<file path="config.mk">
export PLATFORM = sky130hd
export DESIGN_NAME = gst_mix
export DESIGN_NICKNAME = d
export VERILOG_FILES = /design/src/sv/gst_pkg.sv /design/src/sv/gst_mix.sv
export SDC_FILE = /design/constraint.sdc
export NUM_CORES = 2
export LEC_CHECK = 0
export ABC_AREA = 1
export BUFFER_PORTS_ARGS = -buffer_cell sky130_fd_sc_hd__buf_2
export CORE_ASPECT_RATIO = 0.6
export CORE_MARGIN = 8
export CORE_UTILIZATION = 66
export DETAILED_ROUTE_END_ITERATION = 8
export PLACE_DENSITY = 0.95
export SETUP_SLACK_MARGIN = 0.2
export SLEW_MARGIN = 0
export SYNTH_ARGS = -nofsm -noshare
export SYNTH_HDL_FRONTEND = slang
export SYNTH_SLANG_ARGS = --single-unit
</file>
<file path="constraint.sdc">
create_clock -name clk -period 7.5 [get_ports clk]
set_input_delay 1.5 -clock clk [delete_from_list [all_inputs] [get_ports clk]]
set_output_delay 1.5 -clock clk [all_outputs]
set_load 0.005 [all_outputs]
</file>
<file path="src/sv/gst_pkg.sv">
`default_nettype none
package gst_pkg;

  localparam int PHASE_BITS_DEF = 10;
  localparam int TIME_BITS_DEF  = 32;

  // Shortest gust window in Q16.16 seconds, about one millisecond.
  localparam logic [31:0] MIN_DURATION = 32'd66;
  localparam logic [31:0] DURATION_RST = 32'd65536;

  // Quarter-wave cosine polynomial coefficients, Q16.
  localparam logic [16:0] COS_K0 = 17'd60;
  localparam logic [16:0] COS_K1 = 17'd1367;
  localparam logic [16:0] COS_K2 = 17'd16625;
  localparam logic [16:0] COS_K3 = 17'd80852;
  localparam logic [16:0] COS_ONE = 17'd65536;
  localparam logic [14:0] QUARTER_TURN = 15'd16384;

  localparam int CFG_IDX_BITS = 4;

  typedef enum logic [CFG_IDX_BITS-1:0] {
    REG_STEADY_NORTH  = 4'd0,
    REG_STEADY_EAST   = 4'd1,
    REG_STEADY_DOWN   = 4'd2,
    REG_GUST_NORTH    = 4'd3,
    REG_GUST_EAST     = 4'd4,
    REG_GUST_DOWN     = 4'd5,
    REG_GUST_START    = 4'd6,
    REG_GUST_DURATION = 4'd7
  } cfg_reg_t;

  typedef struct packed {
    logic valid;
    logic in_win;
  } ctl_t;

  typedef logic [2:0][15:0] vec3_t;

endpackage
`default_nettype wire

</file>
<file path="src/sv/gst_mix.sv">
`default_nettype none
module gst_mix (
  input  wire logic          clk,
  input  wire logic          rst_n,
  input  gst_pkg::ctl_t      ctl_i,
  input  wire logic [16:0]   f_i,
  input  gst_pkg::vec3_t     steady_i,
  input  gst_pkg::vec3_t     gust_i,
  output logic               valid_o,
  output logic               in_gust_o,
  output gst_pkg::vec3_t     wind_o
);
  import gst_pkg::*;

  logic signed [33:0] prod [3];
  logic signed [33:0] biased [3];
  logic signed [18:0] sum [3];
  logic [2:0][17:0]   sc_nxt;
  vec3_t              wind_nxt;

  ctl_t               ctl1_r;
  logic [2:0][17:0]   sc_r;
  logic               valid_r, in_gust_r;
  vec3_t              wind_r;

  always_comb begin
    for (int a = 0; a < 3; a++) begin
      prod[a]   = 34'($signed(gust_i[a])) * 34'($signed({1'b0, f_i}));
      biased[a] = prod[a] + 34'sd32768;
      sc_nxt[a] = 18'(biased[a] >>> 16);
      sum[a]    = 19'($signed(sc_r[a])) + 19'($signed(steady_i[a]));
      if (sum[a] > 19'sd32767) begin
        wind_nxt[a] = 16'h7FFF;
      end else if (sum[a] < -19'sd32768) begin
        wind_nxt[a] = 16'h8000;
      end else begin
        wind_nxt[a] = sum[a][15:0];
      end
    end
  end

  always_ff @(posedge clk) begin
    if (!rst_n) begin
      ctl1_r  <= '0;
      valid_r <= 1'b0;
    end else begin
      ctl1_r  <= ctl_i;
      valid_r <= ctl1_r.valid;
    end
    sc_r      <= sc_nxt;
    in_gust_r <= ctl1_r.in_win;
    wind_r    <= wind_nxt;
  end

  assign valid_o   = valid_r;
  assign in_gust_o = in_gust_r;
  assign wind_o    = wind_r;

endmodule
`default_nettype wire

</file>
==> summary.md <==
| Metric | Value |
|---|---|
| Status | complete, no violations |
| Final Skew | 24.9 ps |
| Syn_area_per_cell | 7.29 um2 |
| TritonCTS Buffers | 9 |
| Total GRT Usage | 32.3% |
| FF/Latch Area | 2120 um2 |
| CORE AREA | 52200 um2 |
| Remaining antenna violation count | 0 |
| Vias | 30900 |
| Ys async rst share | 0% |
| Clock transition at path regs | 100 ps |
| Drc violations | 0 |
| CP delay by family, top | adder cells |
| Die Footprint | 60300 um2 |
| Max_slew headroom | 43.1% |
| Worst endpoint required time | 7750 ps |
| Post-synthesis net count | 5917 |
| PortBufs | 166 |
| Fmax | 141 MHz |
| Gate Count Post-Synth | 4756 |
| CTS tree | yes |
| Post-synth top area share | 36.1% |
| CP peak stage delay | 650 ps |
| Root Driver | clkbuf_16 |
| Ys flop type | dfxtp_1 |
| Detailed placer's ending HPWL | 80900 um |
| Worst-skew pair later-pin latency | 400 ps |
| Chip height | 193 um |
| Met2 Use GR | 49.7% |
| Vias per cell | 5.59 |
| GR Layer Usage met3 | 10.5% |
| Crit Path Max Fanout | 26 |
| Routed wire length | 96800 um |
| Synth Register Bits | 106 |
| Sequential cell area fraction in the yosys report | 6.12% |
| Critical-path cell list | buf_2, buf_4, nand2_1, fa_1, fa_1, fa_1, inv_1, fa_1, fa_1, inv_1, fa_1, inv_1, ha_1, nand2_1, inv_1, a21oi_1, o21ai_0, a21oi_1, o21ai_0, xor2_1 |
| DRT Pass-1 Iters | 8 |
| GR Util met1 | 41.6% |
| Fin. max-slew vios | 0 |
| Largest buffer count on any clock path | 2 |
| Crit path buf inv count | 6 |
| Multi-input logic area | 26800 um2 |
| Top cells by area, synth | fa_1 (36%), ha_1 (15%), nand2_1 (15%) |
| Drt wl/cell | 17.5 um |
| Final worst path period need | 7100 ps |
| Max Cap Viol | 0 |
| RSZ-0062 raised after global routing | no |
| Slowest library cell on the worst path | buf_2 |
| Maximum number of pins on one net before global-route repair | 34 |
| Final GP Congestion | 1.01 |
| Vias in the first global route | 32900 |
| Final Hold Vio Count | 0 |
| Final net count | 5968 |
| Busiest grt layer | met2 |
| I/O Pins | 167 |
| 1st-iter DRT viols | 3853 |
| Crit start category | input port |
| WS Path Type | in -> reg |
| Crit path DAT | 7350 ps |
| Critical path's most frequent cell | fa_1 |
| YS warnings | 0 |
| Initial Util | 66.4% |
| Htree depth | 3 |
| Synth unique cells | 40 |
| Initial antenna violation count | 10 |
| Post-route insts no fill | 5522 |
| Global-route wire length before repair | 160000 um |
| Final setup fails | 0 |
| Worst-Margin Slew | 854 ps |
| Period utilization | 94.7% |
| Largest area contributor in the netlist | fa_1 |
| CP endpoint kind | flip-flop |
| Inst Count DP | 5499 |
| Worst min path class | reg -> reg |
| GRT overflow | 0 |
| Number of flops mapped to enable cells by yosys | 0 |
| Fin Setup TNS | 0 ps |
| Area growth syn-to-layout | 5.06% |
| Mapped Area | 34700 um2 |
| Proportion of layout cells with a drive suffix above 1 | 5.51% |
| Fillcell total | 3845 |
| Std-Cell Rows | 65 |
| Clock Sinks | 106 |
| Die X | 312 um |
cell type report:
| type | count | area share, % |
|---|---|---|
| antenna | 8 | 0.0550 |
| clock buffer | 9 | 0.619 |
| clock inverter | 6 | 0.199 |
| inverter | 1335 | 13.8 |
| multi-input combinational | 3130 | 73.6 |
| sequential | 106 | 5.83 |
| tap | 703 | 2.42 |
| timing repair buffer | 225 | 3.54 |
flip-flops by register name, summed over array words and instances, names as in the netlist:
name and cells:
ctl1_r 2, in_gust_o 1, wind_o 48, valid_o 1, sc_r 54
metal layers:
| layer | share of wire (%) | vias to the layer above |
|---|---|---|
| met3 | 14 | 471 |
| met5 | 0.024 | - |
| met1 | 38 | 14400 |
| met4 | 4.6 | 4 |
| li1 | - | 13900 |
| met2 | 43 | 2130 |
placed cells by master, fill, tap and decap left out, types with 47 or more instances in the layout:
cell     instances
nand2_1       1343
inv_1         1335
fa_1           624
ha_1           420
nor2_1         204
buf_2          165
a21oi_1        146
dfxtp_1        106
nand3_1         98
o21ai_0         66
buf_4           58
xor2_1          47
worst paths after layout:
path | slack (ps) | depth (start not counted) | endpoint | start
setup / recovery | 400 | 20 | sc_r[9] | f_i[5]
hold / removal | 300 | 0 | in_gust_o | ctl1_r[0]
setup reg to reg | 5030 | 14 | wind_o[33] | sc_r[36]
hold reg to reg | 300 | 0 | in_gust_o | ctl1_r[0]
through the flow:
step | area, um2 | hold WS (ps) | setup WS, ps | util (%)
floorplan | 34700 | 310 | 924 | -
global placement | 36100 | 310 | 251 | 69.1
detailed placement | 36100 | 313 | 179 | 69.1
CTS | 36400 | 299 | 602 | 69.7
global route | 36400 | 313 | 275 | 69.7
finish | 36400 | 298 | 396 | 69.7
cell usage after synthesis (5+ instances only):
cell type,count
a211oi_1,6
a21boi_0,5
a21o_1,18
a21oi_1,146
a31oi_1,21
and3_1,8
buf_1,35
clkbuf_1,142
dfxtp_1,106
fa_1,624
ha_1,420
inv_1,1335
nand2_1,1343
nand2_2,15
nand3_1,98
nand3_2,5
nand4_1,13
nor2_1,204
nor3_1,16
nor4_1,7
o211ai_1,5
o21a_1,8
o21ai_0,67
o21ai_1,5
o21bai_1,9
xnor2_1,21
xor2_1,47
cells by family after synthesis:
| logic type | Yosys count | share of synthesized area (%) |
|---|---|---|
| compound gates | 295 | 4.77 |
| xor+xnor | 68 | 1.72 |
| fa+ha+maj | 1044 | 51.2 |
| buf+inv | 1520 | 16.6 |
| flops | 106 | 6.12 |
| simple gates | 1723 | 19.6 |
worst register-to-register path: cells and delay by family, from the launching register on:
kind	cells	cell delay (ps)
adder cells (fa/ha/maj)	2	750
flip-flops	1	310
AND/OR/NAND/NOR	12	1300
what timing repair did:
item	4_1_cts	5_1_grt
setup buffers	0	0
hold buffers	0	0
setup endpoints to repair	0	2
gates resized for setup	0	2
Power is not shown: default switching activity piles up to over one toggle a cycle in this logic, so the estimate is an artifact.
