<file path="src/sv/gst_pkg.sv">
`default_nettype none
package gst_pkg;

  localparam int PHASE_BITS_DEF = 10;
  localparam int TIME_BITS_DEF  = 32;

  // Shortest gust window in Q16.16 seconds, about one millisecond.
  localparam logic [31:0] MIN_DURATION = 32'd66;
  localparam logic [31:0] DURATION_RST = 32'd65536;

  // Quarter-wave cosine polynomial coefficients, Q16.
  localparam logic [16:0] COS_K0 = 17'd60;
  localparam logic [16:0] COS_K1 = 17'd1367;
  localparam logic [16:0] COS_K2 = 17'd16625;
  localparam logic [16:0] COS_K3 = 17'd80852;
  localparam logic [16:0] COS_ONE = 17'd65536;
  localparam logic [14:0] QUARTER_TURN = 15'd16384;

  localparam int CFG_IDX_BITS = 4;

  typedef enum logic [CFG_IDX_BITS-1:0] {
    REG_STEADY_NORTH  = 4'd0,
    REG_STEADY_EAST   = 4'd1,
    REG_STEADY_DOWN   = 4'd2,
    REG_GUST_NORTH    = 4'd3,
    REG_GUST_EAST     = 4'd4,
    REG_GUST_DOWN     = 4'd5,
    REG_GUST_START    = 4'd6,
    REG_GUST_DURATION = 4'd7
  } cfg_reg_t;

  typedef struct packed {
    logic valid;
    logic in_win;
  } ctl_t;

  typedef logic [2:0][15:0] vec3_t;

endpackage
`default_nettype wire

</file>
<file path="src/sv/gst_cos.sv">
`default_nettype none
module gst_cos #(
  parameter int PHASE_BITS = gst_pkg::PHASE_BITS_DEF
) (
  input  wire logic                  clk,
  input  wire logic                  rst_n,
  input  gst_pkg::ctl_t              ctl_i,
  input  wire logic [PHASE_BITS-1:0] q_i,
  output gst_pkg::ctl_t              ctl_o,
  output logic [16:0]                f_o
);
  import gst_pkg::*;

  logic [15:0] p;
  logic [14:0] x_nxt;
  logic [16:0] u;
  logic [33:0] uu, m1, m2, m3, m4;
  logic [16:0] h1_nxt, h2_nxt, h3_nxt, q_nxt;
  logic signed [19:0] qv;
  logic [17:0] cp;
  logic signed [17:0] c, fv;
  logic neg;

  ctl_t        ctl1_r, ctl2_r, ctl3_r, ctl4_r, ctl5_r, ctl6_r, ctl7_r;
  logic [1:0]  quad1_r, quad2_r, quad3_r, quad4_r, quad5_r, quad6_r;
  logic [14:0] x_r;
  logic [16:0] w2_r, w3_r, w4_r, w5_r;
  logic [16:0] h1_r, h2_r, h3_r, q_r;
  logic [16:0] f_r;

  assign p = 16'(q_i) << (16 - PHASE_BITS);
  assign x_nxt = p[14] ? 15'(QUARTER_TURN - {1'b0, p[13:0]}) : {1'b0, p[13:0]};

  assign u  = {x_r, 2'b00};
  assign uu = 34'(u) * 34'(u);

  assign m1 = 34'(w2_r) * 34'(COS_K0);
  assign h1_nxt = 17'(18'(COS_K1) - m1[33:16]);
  assign m2 = 34'(w3_r) * 34'(h1_r);
  assign h2_nxt = 17'(18'(COS_K2) - m2[33:16]);
  assign m3 = 34'(w4_r) * 34'(h2_r);
  assign h3_nxt = 17'(18'(COS_K3) - m3[33:16]);
  assign m4 = 34'(w5_r) * 34'(h3_r);
  assign qv = $signed({3'b000, COS_ONE}) - $signed({2'b00, m4[33:16]});
  assign q_nxt = (qv < 0) ? 17'd0 : ((qv > $signed({3'b000, COS_ONE})) ? COS_ONE : qv[16:0]);

  // Round to Q1.15, apply the quadrant sign, then form one minus cosine.
  assign cp  = (18'(q_r) + 18'd1) >> 1;
  assign neg = (quad6_r == 2'd1) || (quad6_r == 2'd2);
  assign c   = neg ? -$signed(cp) : ((cp > 18'd32767) ? 18'sd32767 : $signed(cp));
  assign fv  = 18'sd32768 - c;

  always_ff @(posedge clk) begin
    if (!rst_n) begin
      ctl1_r <= '0; ctl2_r <= '0; ctl3_r <= '0; ctl4_r <= '0;
      ctl5_r <= '0; ctl6_r <= '0; ctl7_r <= '0;
    end else begin
      ctl1_r <= ctl_i; ctl2_r <= ctl1_r; ctl3_r <= ctl2_r; ctl4_r <= ctl3_r;
      ctl5_r <= ctl4_r; ctl6_r <= ctl5_r; ctl7_r <= ctl6_r;
    end
    quad1_r <= p[15:14];
    x_r     <= x_nxt;
    quad2_r <= quad1_r;
    w2_r    <= uu[32:16];
    quad3_r <= quad2_r;
    w3_r    <= w2_r;
    quad4_r <= quad3_r;
    w4_r    <= w3_r;
    quad5_r <= quad4_r;
    w5_r    <= w4_r;
    quad6_r <= quad5_r;
    f_r     <= ctl6_r.in_win ? 17'(fv) : 17'd0;
  end

  // Stage pipeline of the Horner chain: h1 is registered at stage three from w2.
  always_ff @(posedge clk) begin
    h1_r <= h1_nxt;
    h2_r <= h2_nxt;
    h3_r <= h3_nxt;
    q_r  <= q_nxt;
  end

  assign ctl_o = ctl7_r;
  assign f_o   = f_r;

  a_zero_outside: assert property (@(posedge clk) disable iff (!rst_n)
    (ctl7_r.valid && !ctl7_r.in_win) |-> (f_r == 17'd0)) else $error("factor outside window");
  a_nonzero_in_win: assert property (@(posedge clk) disable iff (!rst_n)
    ctl7_r.in_win |-> (f_r != 17'd0 && f_r <= COS_ONE)) else $error("factor out of range");
  a_chain: assert property (@(posedge clk) disable iff (!rst_n)
    ctl7_r.valid |-> $past(ctl6_r.valid)) else $error("cosine word appeared");

endmodule
`default_nettype wire

</file>
<file path="config.mk">
export PLATFORM = sky130hd
export DESIGN_NAME = gst_cos
export DESIGN_NICKNAME = d
export VERILOG_FILES = /design/src/sv/gst_pkg.sv /design/src/sv/gst_cos.sv
export SDC_FILE = /design/constraint.sdc
export NUM_CORES = 2
export LEC_CHECK = 0
export ABC_AREA = 0
export CAP_MARGIN = 10
export CELL_PAD_IN_SITES_DETAIL_PLACEMENT = 0
export CELL_PAD_IN_SITES_GLOBAL_PLACEMENT = 1
export CORE_ASPECT_RATIO = 0.7
export CORE_MARGIN = 10
export CORE_UTILIZATION = 33
export CTS_CLUSTER_DIAMETER = 60
export DETAILED_ROUTE_END_ITERATION = 10
export DONT_BUFFER_PORTS = 1
export PLACE_DENSITY = 0.66
export SLEW_MARGIN = 40
export SYNTH_ARGS = -nofsm -noshare
export SYNTH_HDL_FRONTEND = slang
export SYNTH_SLANG_ARGS = --single-unit
</file>
<file path="constraint.sdc">
create_clock -name clk -period 15.3 [get_ports clk]
set_input_delay 1.53 -clock clk [delete_from_list [all_inputs] [get_ports clk]]
set_output_delay 1.53 -clock clk [all_outputs]
set_load 0.005 [all_outputs]
</file>
==> flow_summary.yaml <==
status:
  status: "completed"
synthesis:
  synth-edff-count: 0
  synth_fp_nets: 4552
  syn_area_um2: 32300
  syn_inst: 3564
  synth_warnings: 0
  postSynthAreaPerCell_um2: 9.08
  ys_types: 96
  yosys_most_used_dff: "dfxtp_1"
  synthArstFlopShare_pct: 0
  synthAdderAreaFrac_pct: 50.6
  synthMuxAreaShare_pct: 0.526
  yosys.area_share.xor_xnor_pct: 3.66
  yosysTopAreaCell: "fa_1"
  synthTopCellsByCount: "inv_1, fa_1, nand2_1"
  ys_ff_latch: 174
  synth.most_common_cell: "inv_1"
  synth.yosys.seq_area_share_pct: 10.8
  synth_top_family_by_area: "adder cells"
  synth_compound_area_share_pct: 7.14
  yosys.area_share.simple_pct: 17.6
  netlist_top_cells_area: "fa_1, ha_1, dfxtp_1"
  synth_top_area_share_pct: 34.3
floorplan:
  core_area_um2: 96600
  num_rows: 95
  die-height_um: 282
  die_w_um: 394
  start_util_pct: 33.5
  boundaryPins: 33
  fp.dieArea_um2: 111000
placement:
  placement.io_buffers: 0
  post_dp_cell_area_um2: 33600
  place_inst: 4775
  gp_congestion: 0.841
  pre_cts_ws_ns: 6.85
  dpl.hpwl_um: 63800
min_path:
  hp-class: "reg2reg"
  holdCritStartpoint: "quad3_r[1]"
clock_network:
  cts_hold_buffers: 0
  cts.htree.levels: 4
  cts_tree: "done"
  path_clk_slew_ns: 0.08
  clk_latency_ns: 0.46
  numClockSinks: 174
  cts.path.max_buffers: 2
  post_cts_resized: 0
  numCtsBuffers: 17
  root_buffer: "clkbuf_16"
  postCtsSetupRepairBufs: 0
worst_setup_path:
  start_kind: "flip-flop"
  arrival_ns: 8.60
  startpoint: "w5_r[14]"
  regToRegStartpoint: "w5_r[14]"
  crit_type: "reg2reg"
  endpoint_kind: "flip-flop"
  crit_fanout: 17
  crit_required_ns: 15.66
timing:
  fin_crit_ns: 8.24
  fin_crit_sh_pct: 53.8
  rsz0062_at_grt: "false"
  worst_pin_slew_ns: 0.896
  fin_setup_tns_ns: 0
  max_clock_freq_mhz: 121
  hold_viol_final: 0
  slew-limit-headroom_pct: 40.2
  maxSlewViolCount: 0
  setup_viol: 0
  timing.final.ws_setup_ns: 7.06
  skew_ns: 0.0166
detailed_routing:
  routedWlPerCell_um: 16.5
  drt_iter0_markers: 1267
  drt-total-wl_um: 79100
  ant_nets: 0
  drt_first_pass_iters: 5
  vias: 22765
  vias_per_cell: 4.74
  drc: 0
run:
  cap_violations: 0
layout:
  nets: 4473
  final_area_um2: 34300
  area_growth_pct: 5.94
  n_antenna_cell: 0
  fin_cells: 4807
  layout-drive-gt1-share_pct: 3.06
grt:
  antenna_found_initial: 5
  grt_max_degree: 21
  grt_usage_pct: 14.6
  grt_pass1_vias: 23775
  grt-ovfl-total: 0
  grt_pass1_wl_um: 132000
critical path, stage by stage (launching register included):
cell and delay (ns):
dfxtp_1 0.87, nand2_1 0.18, fa_1 0.56, fa_1 0.54
inv_1 0.05, fa_1 0.49, inv_1 0.05, fa_1 0.54
fa_1 0.44, fa_1 0.52, inv_1 0.05, ha_1 0.37
a21oi_1 0.23, o21ai_0 0.17, a21oi_1 0.15, nand2_1 0.08
xnor2_1 0.30, ha_1 0.28, nand2b_1 0.07, a21oi_1 0.23
o22ai_1 0.15, nor3_1 0.40, nand4_1 0.37, mux2i_1 0.21
o2bb2ai_1 0.26, a31oi_4 0.24, nor4_1 0.31
flip-flops by register name, summed over array words and instances (netlist names), 9 cells and up:
register and flops:
w4_r 16, w3_r 16, w5_r 16, h1_r 9, h3_r 17, x_r 9, q_r 17, w2_r 16
f_o 17, h2_r 15
metal layers:
layer  vias up  part of all wire (%)  GRT usage [%]
li1      10945                     -              -
met1     11334                    54           22.8
met2       440                    40           20.9
met3        46                   5.6           2.60
met4         0                  0.93           2.13
met5         -                     0              0
layout by cell type (no fill, tap or decap), drive strengths merged, types with 10 or more instances in the layout:
cell / instances
and4: 15
o21bai: 10
xor2: 49
nand2: 437
o21ai: 62
clkbuf: 17
and2: 364
nor2: 83
nor3: 34
xnor2: 86
a211oi: 18
or3: 15
nand3: 36
nor4: 12
a21oi: 85
o211ai: 16
a31oi: 15
and3: 20
o31ai: 10
fa: 555
nor2b: 22
nand4: 23
o21a: 20
ha: 419
dfxtp: 174
inv: 723
buf: 15
a21o: 26
area by class of cell:
type	instances	area, um^2
Clock inverter	15	189
Fill cell	10045	62400
Sequential cell	174	3490
Timing Repair Buffer	15	113
Tap cell	1309	1640
Inverter	716	2690
Clock buffer	17	425
Multi-Input combinational cell	2561	25700
cells by family (layout without fill, tap and decap cells):
logic type               after synthesis  in the layout
AND/OR/NAND/NOR                     1102           1102
adder cells (fa/ha/maj)              974            974
buffers and inverters                829            763
AO/OA/AOI/OAI                        335            335
flip-flops                           174            174
XOR/XNOR                             135            135
multiplexers                          15             15
final timing paths:
path,end,slack (ns),cells past startpoint
max,q_r[2],7.06,26
max reg2reg,q_r[2],7.06,26
min,quad4_r[1],0.33,0
min reg2reg,quad4_r[1],0.33,0
through the flow:
step | hold WS [ns] | util [%]
global placement | 0.310 | 34.8
finish | 0.329 | 35.5
floorplan | 0.310 | -
CTS | 0.331 | 35.4
global route | 0.339 | 35.5
detailed placement | 0.312 | 34.8
Power is left out: the tool's default activity adds up to more than one toggle a clock period on the data nets, which glitch-free logic cannot reach.
